<file path="src/rtl/tdc_pkg.sv">
// shared widths, constants and types for the tone timer divisor calculation
package tdc_pkg;

   localparam int unsigned FREQ_W  = 32;
   localparam int unsigned CLK_W   = 32;
   localparam int unsigned FIELD_W = 16;
   localparam int unsigned MULT_W  = FIELD_W + 1;
   localparam int unsigned PROD_W  = FREQ_W + MULT_W;

   localparam logic [CLK_W-1:0]   CLK_RESET   = CLK_W'(48000000);
   localparam logic [FIELD_W-1:0] PERIOD_MAX  = '1;
   // period max plus two: multiplier for the first estimate of the prescaler
   localparam logic [MULT_W-1:0]  PSC_DIVISOR = MULT_W'({1'b0, PERIOD_MAX}) + MULT_W'(2);

   typedef enum logic [3:0] {
      ST_IDLE,
      ST_MUL1_GO,
      ST_MUL1_WAIT,
      ST_DIV1_GO,
      ST_DIV1_WAIT,
      ST_MUL2_GO,
      ST_MUL2_WAIT,
      ST_DIV2_GO,
      ST_DIV2_WAIT,
      ST_OUT
   } state_type;

endpackage

</file>
<file path="src/rtl/tdc_serial_mul.sv">
// bit-serial shift-add multiplier, one multiplier bit per cycle
module tdc_serial_mul (
   input  logic                        clock,
   input  logic                        reset,
   input  logic                        start,
   input  logic [tdc_pkg::FREQ_W-1:0]  mcand,
   input  logic [tdc_pkg::MULT_W-1:0]  mult,
   output logic                        done,
   output logic [tdc_pkg::PROD_W-1:0]  product
);
   import tdc_pkg::*;

   localparam int unsigned CNT_W = $clog2(MULT_W);

   logic                busy_ff, busy_in;
   logic                done_ff, done_in;
   logic [CNT_W-1:0]    cnt_ff, cnt_in;
   logic [PROD_W-1:0]   prod_ff, prod_in;
   logic [FREQ_W-1:0]   mcand_ff, mcand_in;
   logic [FREQ_W:0]     sum;

   always_comb begin
      busy_in  = busy_ff;
      done_in  = 1'b0;
      cnt_in   = cnt_ff;
      prod_in  = prod_ff;
      mcand_in = mcand_ff;
      sum      = {1'b0, prod_ff[PROD_W-1:MULT_W]};
      if (prod_ff[0]) begin
         sum = {1'b0, prod_ff[PROD_W-1:MULT_W]} + {1'b0, mcand_ff};
      end
      if (start) begin
         busy_in  = 1'b1;
         cnt_in   = CNT_W'(MULT_W - 1);
         prod_in  = {{FREQ_W{1'b0}}, mult};
         mcand_in = mcand;
      end else if (busy_ff) begin
         // high half accumulates, low half shifts out the multiplier bits
         prod_in = {sum, prod_ff[MULT_W-1:1]};
         cnt_in  = cnt_ff - CNT_W'(1);
         if (cnt_ff == '0) begin
            busy_in = 1'b0;
            done_in = 1'b1;
         end
      end
   end

   always_ff @(posedge clock) begin
      if (reset) begin
         busy_ff <= 1'b0;
         done_ff <= 1'b0;
      end else begin
         busy_ff <= busy_in;
         done_ff <= done_in;
      end
      cnt_ff   <= cnt_in;
      prod_ff  <= prod_in;
      mcand_ff <= mcand_in;
   end

   assign done    = done_ff;
   assign product = prod_ff;

endmodule

</file>
<file path="src/rtl/tdc_serial_div.sv">
// restoring divider, one quotient bit per cycle
module tdc_serial_div (
   input  logic                        clock,
   input  logic                        reset,
   input  logic                        start,
   input  logic [tdc_pkg::CLK_W-1:0]   dividend,
   input  logic [tdc_pkg::PROD_W-1:0]  divisor,
   output logic                        done,
   output logic [tdc_pkg::CLK_W-1:0]   quotient
);
   import tdc_pkg::*;

   localparam int unsigned CNT_W = $clog2(CLK_W);

   logic                busy_ff, busy_in;
   logic                done_ff, done_in;
   logic [CNT_W-1:0]    cnt_ff, cnt_in;
   logic [CLK_W-1:0]    rem_ff, rem_in;
   logic [CLK_W-1:0]    quo_ff, quo_in;
   logic [PROD_W-1:0]   dsr_ff, dsr_in;
   logic [CLK_W:0]      trial;
   logic [CLK_W:0]      diff;
   logic                fits;

   always_comb begin
      trial   = {rem_ff, quo_ff[CLK_W-1]};
      fits    = {{(PROD_W-CLK_W-1){1'b0}}, trial} >= dsr_ff;
      diff    = trial - dsr_ff[CLK_W:0];
      busy_in = busy_ff;
      done_in = 1'b0;
      cnt_in  = cnt_ff;
      rem_in  = rem_ff;
      quo_in  = quo_ff;
      dsr_in  = dsr_ff;
      if (start) begin
         busy_in = 1'b1;
         cnt_in  = CNT_W'(CLK_W - 1);
         rem_in  = '0;
         quo_in  = dividend;
         dsr_in  = divisor;
      end else if (busy_ff) begin
         // dividend bits shift out the top as quotient bits shift in
         rem_in = fits ? diff[CLK_W-1:0] : trial[CLK_W-1:0];
         quo_in = {quo_ff[CLK_W-2:0], fits};
         cnt_in = cnt_ff - CNT_W'(1);
         if (cnt_ff == '0) begin
            busy_in = 1'b0;
            done_in = 1'b1;
         end
      end
   end

   always_ff @(posedge clock) begin
      if (reset) begin
         busy_ff <= 1'b0;
         done_ff <= 1'b0;
      end else begin
         busy_ff <= busy_in;
         done_ff <= done_in;
      end
      cnt_ff <= cnt_in;
      rem_ff <= rem_in;
      quo_ff <= quo_in;
      dsr_ff <= dsr_in;
   end

   assign done     = done_ff;
   assign quotient = quo_ff;

endmodule

</file>
<file path="src/rtl/tone_timer_divisor_calc.sv">
// top level: timer prescaler and period calculation for a requested tone
//
// Each request item carries a tone frequency; the block answers with one item
// holding the smallest 16-bit prescaler for which the timer period fits in
// 16 bits, that period, a 50% compare value and an ok flag. ok is 0 with all
// other fields 0 for a zero frequency or a frequency above the timer clock.
// Items are worked one at a time: the next request is taken only after the
// answer for the last one has been placed at the output. The work is two
// passes through a 17-step serial multiplier and two passes through a 32-step
// serial divider, each begun from its own start state and ended on the unit's
// done pulse. A zero frequency skips these passes and goes straight to the
// output step. A stalled answer holds the sequencer only at its output step.
// A new request is taken while the previous answer still waits at the output.
// The user writes the timer clock register through csr_we/csr_wdata only
// while idle; the block itself does not enforce this.
module tone_timer_divisor_calc (
   input  logic                        clock,
   input  logic                        reset,
   input  logic                        csr_we,
   input  logic [tdc_pkg::CLK_W-1:0]   csr_wdata,
   input  logic                        req_valid,
   output logic                        req_ready,
   input  logic [tdc_pkg::FREQ_W-1:0]  req_freq_hz,
   output logic                        rsp_valid,
   input  logic                        rsp_ready,
   output logic                        rsp_ok,
   output logic [tdc_pkg::FIELD_W-1:0] rsp_prescaler,
   output logic [tdc_pkg::FIELD_W-1:0] rsp_period,
   output logic [tdc_pkg::FIELD_W-1:0] rsp_pulse
);
   import tdc_pkg::*;

   state_type            state_ff, state_in;
   logic [CLK_W-1:0]     clk_hz_ff;
   logic [FREQ_W-1:0]    freq_ff;
   logic                 fzero_ff;
   logic [FIELD_W-1:0]   psc_ff, psc_in;
   logic                 rsp_valid_ff, rsp_valid_in;
   logic                 ok_ff, ok_in;
   logic [FIELD_W-1:0]   prescaler_ff, prescaler_in;
   logic [FIELD_W-1:0]   period_ff, period_in;
   logic [FIELD_W-1:0]   pulse_ff, pulse_in;

   logic                 accept;
   logic                 out_free;
   logic                 mul_start, mul_done;
   logic [MULT_W-1:0]    mul_op;
   logic [PROD_W-1:0]    mul_prod;
   logic                 div_start, div_done;
   logic [CLK_W-1:0]     div_quo;
   logic [CLK_W-1:0]     q_minus1;
   logic                 q_fits;

   tdc_serial_mul u_mul (
      .clock   (clock),
      .reset   (reset),
      .start   (mul_start),
      .mcand   (freq_ff),
      .mult    (mul_op),
      .done    (mul_done),
      .product (mul_prod)
   );

   tdc_serial_div u_div (
      .clock    (clock),
      .reset    (reset),
      .start    (div_start),
      .dividend (clk_hz_ff),
      .divisor  (mul_prod),
      .done     (div_done),
      .quotient (div_quo)
   );

   assign accept   = req_valid && req_ready;
   assign out_free = !rsp_valid_ff || rsp_ready;

   // next state
   always_comb begin
      state_in = state_ff;
      case (state_ff)
         ST_IDLE: begin
            if (req_valid) begin
               state_in = (req_freq_hz == '0) ? ST_OUT : ST_MUL1_GO;
            end
         end
         ST_MUL1_GO:   state_in = ST_MUL1_WAIT;
         ST_MUL1_WAIT: if (mul_done) state_in = ST_DIV1_GO;
         ST_DIV1_GO:   state_in = ST_DIV1_WAIT;
         ST_DIV1_WAIT: if (div_done) state_in = ST_MUL2_GO;
         ST_MUL2_GO:   state_in = ST_MUL2_WAIT;
         ST_MUL2_WAIT: if (mul_done) state_in = ST_DIV2_GO;
         ST_DIV2_GO:   state_in = ST_DIV2_WAIT;
         ST_DIV2_WAIT: if (div_done) state_in = ST_OUT;
         ST_OUT:       if (out_free) state_in = ST_IDLE;
         default:      state_in = ST_IDLE;
      endcase
   end

   // outputs of the sequencer
   always_comb begin
      req_ready = 1'b0;
      mul_start = 1'b0;
      div_start = 1'b0;
      mul_op    = PSC_DIVISOR;
      case (state_ff)
         ST_IDLE:    req_ready = 1'b1;
         ST_MUL1_GO: mul_start = 1'b1;
         ST_DIV1_GO: div_start = 1'b1;
         ST_MUL2_GO: begin
            mul_start = 1'b1;
            mul_op    = {1'b0, psc_ff} + MULT_W'(1);
         end
         ST_DIV2_GO: div_start = 1'b1;
         default: begin
            req_ready = 1'b0;
         end
      endcase
   end

   // prescaler estimate, clamped to 16 bits
   always_comb begin
      psc_in = psc_ff;
      if (state_ff == ST_DIV1_WAIT && div_done) begin
         psc_in = (div_quo > CLK_W'(PERIOD_MAX)) ? PERIOD_MAX : div_quo[FIELD_W-1:0];
      end
   end

   // result assembly: quotient must be 1 .. period max plus one
   always_comb begin
      q_minus1     = div_quo - CLK_W'(1);
      q_fits       = (div_quo != '0) && (q_minus1 <= CLK_W'(PERIOD_MAX));
      rsp_valid_in = rsp_valid_ff;
      ok_in        = ok_ff;
      prescaler_in = prescaler_ff;
      period_in    = period_ff;
      pulse_in     = pulse_ff;
      if (rsp_valid_ff && rsp_ready) begin
         rsp_valid_in = 1'b0;
      end
      if (state_ff == ST_OUT && out_free) begin
         rsp_valid_in = 1'b1;
         if (!fzero_ff && q_fits) begin
            ok_in        = 1'b1;
            prescaler_in = psc_ff;
            period_in    = q_minus1[FIELD_W-1:0];
            pulse_in     = div_quo[FIELD_W:1];
         end else begin
            ok_in        = 1'b0;
            prescaler_in = '0;
            period_in    = '0;
            pulse_in     = '0;
         end
      end
   end

   always_ff @(posedge clock) begin
      if (reset) begin
         state_ff     <= ST_IDLE;
         rsp_valid_ff <= 1'b0;
         clk_hz_ff    <= CLK_RESET;
      end else begin
         state_ff     <= state_in;
         rsp_valid_ff <= rsp_valid_in;
         if (csr_we) begin
            clk_hz_ff <= csr_wdata;
         end
      end
      if (accept) begin
         freq_ff  <= req_freq_hz;
         fzero_ff <= (req_freq_hz == '0);
      end
      psc_ff       <= psc_in;
      ok_ff        <= ok_in;
      prescaler_ff <= prescaler_in;
      period_ff    <= period_in;
      pulse_ff     <= pulse_in;
   end

   assign rsp_valid     = rsp_valid_ff;
   assign rsp_ok        = ok_ff;
   assign rsp_prescaler = prescaler_ff;
   assign rsp_period    = period_ff;
   assign rsp_pulse     = pulse_ff;

endmodule
</file>
<file path="config.mk">
export PLATFORM = sky130hd
export DESIGN_NAME = tone_timer_divisor_calc
export DESIGN_NICKNAME = d
export VERILOG_FILES = /design/src/rtl/tdc_pkg.sv /design/src/rtl/tdc_serial_mul.sv /design/src/rtl/tdc_serial_div.sv /design/src/rtl/tone_timer_divisor_calc.sv
export SDC_FILE = /design/constraint.sdc
export NUM_CORES = 1
export LEC_CHECK = 0
export BUFFER_PORTS_ARGS = -buffer_cell sky130_fd_sc_hd__buf_2
export CELL_PAD_IN_SITES_DETAIL_PLACEMENT = 0
export CELL_PAD_IN_SITES_GLOBAL_PLACEMENT = 1
export CORE_MARGIN = 5
export CORE_UTILIZATION = 44
export CTS_CLUSTER_DIAMETER = 150
export DETAILED_ROUTE_END_ITERATION = 8
export PLACE_DENSITY = 0.88
export SYNTH_ARGS = -nofsm -noshare
export SYNTH_HDL_FRONTEND = slang
export SYNTH_HIERARCHICAL = 1
export SYNTH_SLANG_ARGS = --single-unit
export TNS_END_PERCENT = 10
</file>
<file path="constraint.sdc">
create_clock -name clock -period 4.3 [get_ports clock]
set_input_delay 0.215 -clock clock [delete_from_list [all_inputs] [get_ports clock]]
set_output_delay 0.215 -clock clock [all_outputs]
set_load 0.02 [all_outputs]
</file>
# Word-level counts from Yosys, hierarchy flattened
# Cells that the tools add are included.
[word_totals]
mem_count = 0
output_inout_bits = 51
ramBits = 0
latch_bits = 0
romBits = 0
wordCells = 99
regBits = 343
in_bits = 69
[op_classes]
add_sub_neg = 6
muxes = 29
shifts = 0
n_mul = 0
magnitude_cmp = 3
reduce_logical = 22
bitwise_logic = 2
n_eq_ne = 15
div = 0
[op_table]
columns = ["operator", "count"]
rows = [
  ["$mux W32", 3],
  ["$mux W17", 3],
  ["$ge A33 B49 Y1", 1],
  ["$pmux W4 S10", 1],
  ["$add A32 B32 Y33", 1],
  ["$mux W33", 1],
  ["$gt A32 B16 Y1 const B", 1],
  ["$le A32 B16 Y1 const B", 1],
  ["$logic_not A32 Y1", 1],
  ["$reduce_bool A32 Y1", 1],
  ["$sub A32 B1 Y32 const B", 1],
  ["$sub A32 B32 Y32", 1],
  ["$mux W4", 7],
  ["$add A16 B1 Y17 const B", 1],
  ["$eq A4 B3 Y1 const B", 4],
  ["$mux W1", 14],
  ["$logic_not A5 Y1", 2],
  ["$sub A5 B1 Y5 const B", 2],
  ["$eq A4 B2 Y1 const B", 2],
  ["$eq A4 B4 Y1 const B", 2],
  ["$ne A2 B1 Y1 const B", 4],
  ["$logic_and A1 B1 Y1", 6],
  ["$reduce_and A6 Y1", 1],
  ["$reduce_bool A2 Y1", 3],
  ["8 further kinds", 13],
]

# Depth between registers and ports, before layout
[logic_depth]
word_depth = 5
mapped_depth = 14
mapped_depth_nobuf = 12

# Cells and area by module
# Netlist, hierarchy kept.
[by_module_without_submodules]
columns = ["module", "cells_per_inst", "n_inst", "seq_area_each_um2", "area_per_inst_um2"]
rows = [
  ["tdc_serial_div", 592, 1, 3213.1, 6349.8],
  ["tone_timer_divisor_calc", 531, 1, 3683.5, 6089.6],
  ["tdc_serial_mul", 537, 1, 2252.2, 5391.4],
]

# Worst setup path before layout
# OpenSTA, ideal clock, no wires.
[synth_path]
path_kind = "register to register"
from = "register state_ff[1]"
to = "register u_div.quo_ff[0], in the netlist u_div/quotient[0] (enable)"
synth_period_minus_slack_ns = 4.543
setup_ns = 0.387
stages_incl_launch_ff = 8
slack_ns = -0.243
arrival_time_ns = 4.156
path_cell_list = "dfxtp_1 > clkbuf_1 > nand2_1 > nor2_1 > clkbuf_1 > nor2_1 > clkbuf_1 > inv_1"
[synth_via]
elab_chain_len = 4
[synth_lines]
columns = ["element", "line", "rtl"]
rows = [
  ["start, declared", "tone_timer_divisor_calc.sv:33", "state_type state_ff, state_in;"],
  ["start signal, assigned", "tone_timer_divisor_calc.sv:162", "state_ff <= state_in;"],
  ["$eq A4 B3 Y1 / $eq A4 B2 Y1 (equally long branches)", "tone_timer_divisor_calc.sv:105", "case (state_ff)"],
  ["$reduce_or A2 Y1 (no line) *", "--", ""],
  ["$mux W1 *", "tone_timer_divisor_calc.sv:105", ""],
  ["net div_start", "tone_timer_divisor_calc.sv:49", "logic div_start, div_done;"],
  ["$reduce_bool A2 Y1 (no line) *", "--", ""],
  ["end signal, assigned", "tdc_serial_div.sv:63", "quo_ff <= quo_in;"],
  ["end, declared", "tdc_serial_div.sv:19", "logic [CLK_W-1:0] quo_ff, quo_in;"],
]
# The timed path passes the listed nets; every way through them passes the cells marked *.
# A chain may end at the register's enable or synchronous reset.

# Final worst setup path
[layout_path]
from = "register u_div.quo_ff[31], in the netlist u_div/quotient[31]"
to = "register u_div.rem_ff[16]"
[layout_via]
elab_chain_len = 2
[layout_lines]
columns = ["element", "line", "rtl"]
rows = [
  ["$ge A33 B49 Y1 / $sub A32 B32 Y32 (equally long branches)", "tdc_serial_div.sv:27, tdc_serial_div.sv:28", ""],
  ["$mux W32 *", "tdc_serial_div.sv:43", "rem_in = fits ? diff[CLK_W-1:0] : trial[CLK_W-1:0];"],
  ["end signal, assigned", "tdc_serial_div.sv:62", "rem_ff <= rem_in;"],
  ["end, declared", "tdc_serial_div.sv:18", "logic [CLK_W-1:0] rem_ff, rem_in;"],
]
# Every way passes the cells marked *; elsewhere a longest branch is shown, timed or not.

==> results.py <==
metrics = {
    "finish": {
        "utilization_pct": 51.96,
        "fin_area_um2": 20740,
        "area_growth_pct": 16.31,
        "num-nets-final": 1943,
        "drive_gt1_share_pct": 16.59,
        "nFillCells": 3434,
        "n_antenna_cell": 0,
    },
    "die": {
        "die_area_um2": 44650,
        "io_pins": 120,
        "rows": 73,
        "core_area_um2": 39910,
        "floorplan.initialDensity_pct": 44.67,
        "fp.dieH_um": 211.3,
        "die_w_um": 211.3,
    },
    "place": {
        "gp_congestion": 0.8953,
        "dpl_cell_area_um2": 18820,
        "pre_cts_slack_ns": 0.8910,
        "io_buffers": 119,
        "dp_hpwl_um": 29860,
    },
    "detailed_routing": {
        "wirelength_um": 43490,
        "routed-wl-met2_um": 19950,
        "maxUsedRoutingLayer": "met4",
        "ant_nets": 0,
        "first_pass_iters": 6,
        "drt_iter0_drc": 1007,
        "drt-met1-wl_um": 20070,
        "wl_per_cell_um": 18.45,
        "vias": 13412,
        "met3_length_um": 2543,
        "route.detailed.drc": 0,
        "viasPerCell": 5.690,
    },
    "sta": {
        "slew_viol_final": 0,
        "tightest_slew_ns": 1.199,
        "period_share_pct": 79.56,
        "holdWs_ns": 0.09258,
        "slew_headroom_pct": 19.92,
        "skew_ns": 0.02186,
        "setup_viol": 0,
        "rsz0062_at_grt": "no",
        "tns_ns": 0,
        "finalCriticalPeriod_ns": 3.421,
        "layout_setup_ws_ns": 0.8791,
        "finalHoldViolCount": 0,
        "max_freq_ghz": 0.2923,
    },
    "cts": {
        "clk_latency_ns": 0.54,
        "htreeDepth": 2,
        "clock-sinks": 343,
        "cts_buffer_depth": 3,
        "cts_tree": "done",
        "clk_pin_slew_ns": 0.06,
        "numCtsBuffers": 37,
        "root_buffer": "clkbuf_16",
    },
    "setup_path": {
        "r2r_start": "u_div/quotient[31]$_DFFE_PP_",
        "r2r_cells": 11,
        "worstReg2RegEnd": "u_div/rem_ff[16]$_SDFFE_PP0P_",
        "path_max_fanout": 15,
        "cp.arrival_ns": 3.85,
        "r2r_setup_slack_ns": 0.88,
        "end_kind": "register",
        "crit_end": "u_div/rem_ff[16]$_SDFFE_PP0P_",
        "critical_path_class": "register to register",
        "crit_required_ns": 4.73,
        "crit_start": "u_div/quotient[31]$_DFFE_PP_",
        "start_kind": "register",
    },
    "grt": {
        "first_global_vias": 12981,
        "grt_pass1_wl_um": 69640,
        "grt_overflow": 0,
        "grt_max_degree": 69,
        "track_usage_pct": 18.98,
        "grt_antenna_before_repair": 0,
    },
    "min_path": {
        "hp-class": "primary input to register",
        "holdCritStartpoint": "rsp_ready",
    },
    "outcome": {
        "status": "complete, no violations",
    },
    "flow_run": {
        "cap_viol_max_count": 0,
    },
    "logic_synthesis": {
        "async_reset_ff_share_pct": 0,
        "synth_ff_type": "edfxtp_1",
        "synth.distinct_cells": 89,
        "syn_area_per_cell_um2": 10.74,
        "synthCells": 1660,
        "yosys_warnings": 6,
        "ys_seq_area_share_pct": 51.31,
        "synth_fp_nets": 1800,
        "synth_seq_cells": 343,
        "synth-edff-count": 228,
        "synthesis.area_um2": 17830,
    },
    "power": {
        "p_per_area_nw_per_um2": 567.7,
        "irDropWorstVdd_mv": 0.3792,
        "leakage_nw": 7.637,
    },
}
## cell usage after synthesis, drive strengths merged, types with 8 or more instances
master	n	area (um^2)
xnor2	44	385.4
ha	69	863.3
o21bai	8	60.06
a211oi	32	250.2
a211o	15	132.6
nand4	15	93.84
mux2	49	551.8
nor4	77	578.1
mux2i	52	520.5
edfxtp	228	6847
o21a	11	82.58
nand2b	28	175.2
nand2	122	457.9
xor2	33	289.0
or3	17	107.6
and3	23	145.1
o21ai	61	312.8
clkbuf	75	334.1
nor3	34	175.2
dfxtp	115	2302
a21oi	91	470.5
nor2b	23	143.9
a31oi	8	50.05
inv	59	221.5
o211ai	12	90.09
nand3	78	390.4
a21o	27	205.2
buf	22	142.6
a311oi	10	100.1
nor2	124	465.5
## worst max-delay path, cell delays in order (launching register included)
cell,delay [ns]
edfxtp_1,0.39
inv_1,0.11
ha_1,0.23
nand2b_1,0.18
a21oi_2,0.18
o21ai_1,0.14
o211a_1,0.30
o211a_1,0.27
o41a_1,0.50
or2_1,0.47
and3_1,0.27
a221o_1,0.25
## routing by layer
layer	vias to the layer above	global-route usage (%)
li1	6496	-
met1	6431	27.51
met2	413	29.98
met3	72	3.053
met4	0	4.842
met5	-	0
## power breakdown
group | total, W | internal [W] | switching [W]
clock | 0.00333 | 0.00198 | 0.00134
combinational | 0.00385 | 0.00161 | 0.00224
sequential | 0.00459 | 0.00411 | 0.000484
## sequential cells by signal (all words and copies together), names as in the netlist, 4 cells and up
name	flops
u_div/dsr_ff	49
u_mul/product	49
clk_hz_ff	32
freq_ff	32
u_div/quotient	32
u_div/rem_ff	32
u_mul/mcand_ff	32
psc_ff	16
rsp_period	16
rsp_prescaler	16
rsp_pulse	16
u_div/cnt_ff	5
u_mul/cnt_ff	5
state_ff	4
## cells in the final DEF, fill, tap and decap left out, types with 43 or more instances in the layout
master | synthesis | layout
a21oi_1 | 87 | 86
buf_2 | 9 | 119
dfxtp_1 | 115 | 115
dlygate4sd3_1 | 0 | 64
edfxtp_1 | 228 | 228
ha_1 | 69 | 69
inv_1 | 59 | 59
mux2_2 | 49 | 49
mux2i_1 | 52 | 52
nand2_1 | 122 | 122
nand3_1 | 78 | 78
nor2_1 | 124 | 122
nor4_1 | 63 | 63
o21ai_0 | 52 | 52
xnor2_1 | 44 | 43
## cell families (layout without fill, tap and decap cells)
kind of cell | after synthesis | in the layout | share of synthesized area, %
xor+xnor | 77 | 77 | 3.782
compound gates | 335 | 335 | 13.09
simple gates | 576 | 576 | 16.81
fa+ha+maj | 71 | 71 | 5.066
buf+inv | 157 | 329 | 3.936
flops | 343 | 343 | 51.31
mux | 101 | 101 | 6.014
## how the worst min path moves through the flow
stage                              endpoint  slack, ns  cells past startpoint
6_report             rsp_valid$_SDFFE_PP0P_       0.09                      3
5_1_grt              rsp_valid$_SDFFE_PP0P_       0.09                      3
4_1_cts              rsp_valid$_SDFFE_PP0P_       0.09                      3
3_5_place_dp   u_mul/mcand_ff[14]$_DFFE_PP_       0.40                      0
3_3_place_gp   u_mul/mcand_ff[17]$_DFFE_PP_       0.40                      0
2_1_floorplan      u_div/busy_ff$_SDFF_PP0_       0.29                      1
## through the flow
step,power (W),instances
floorplan,0.007442,1660
global placement,0.008292,2225
detailed placement,0.008363,2225
CTS,0.01177,2357
global route,0.01244,2357
finish,0.01177,2357
## cell type report
| class | count | area [um^2] | area share (%) |
|---|---|---|---|
| clock buffers | 46 | 1001 | 4.827 |
| clock inverters | 22 | 280.3 | 1.351 |
| inverters | 60 | 225.2 | 1.086 |
| multi-input cells | 1160 | 8043 | 38.78 |
| flip-flops and latches | 343 | 9149 | 44.11 |
| well taps | 525 | 656.9 | 3.167 |
| repair buffers | 201 | 1384 | 6.673 |
## repair_timing
action / in CTS / in global routing
hold buffers: 64 / 0
endpoints found under the hold margin: 64 / 0
resized for setup: 0 / 0
buffers inserted: 0 / 0
Note: power is estimated with default switching activity, not from simulation.
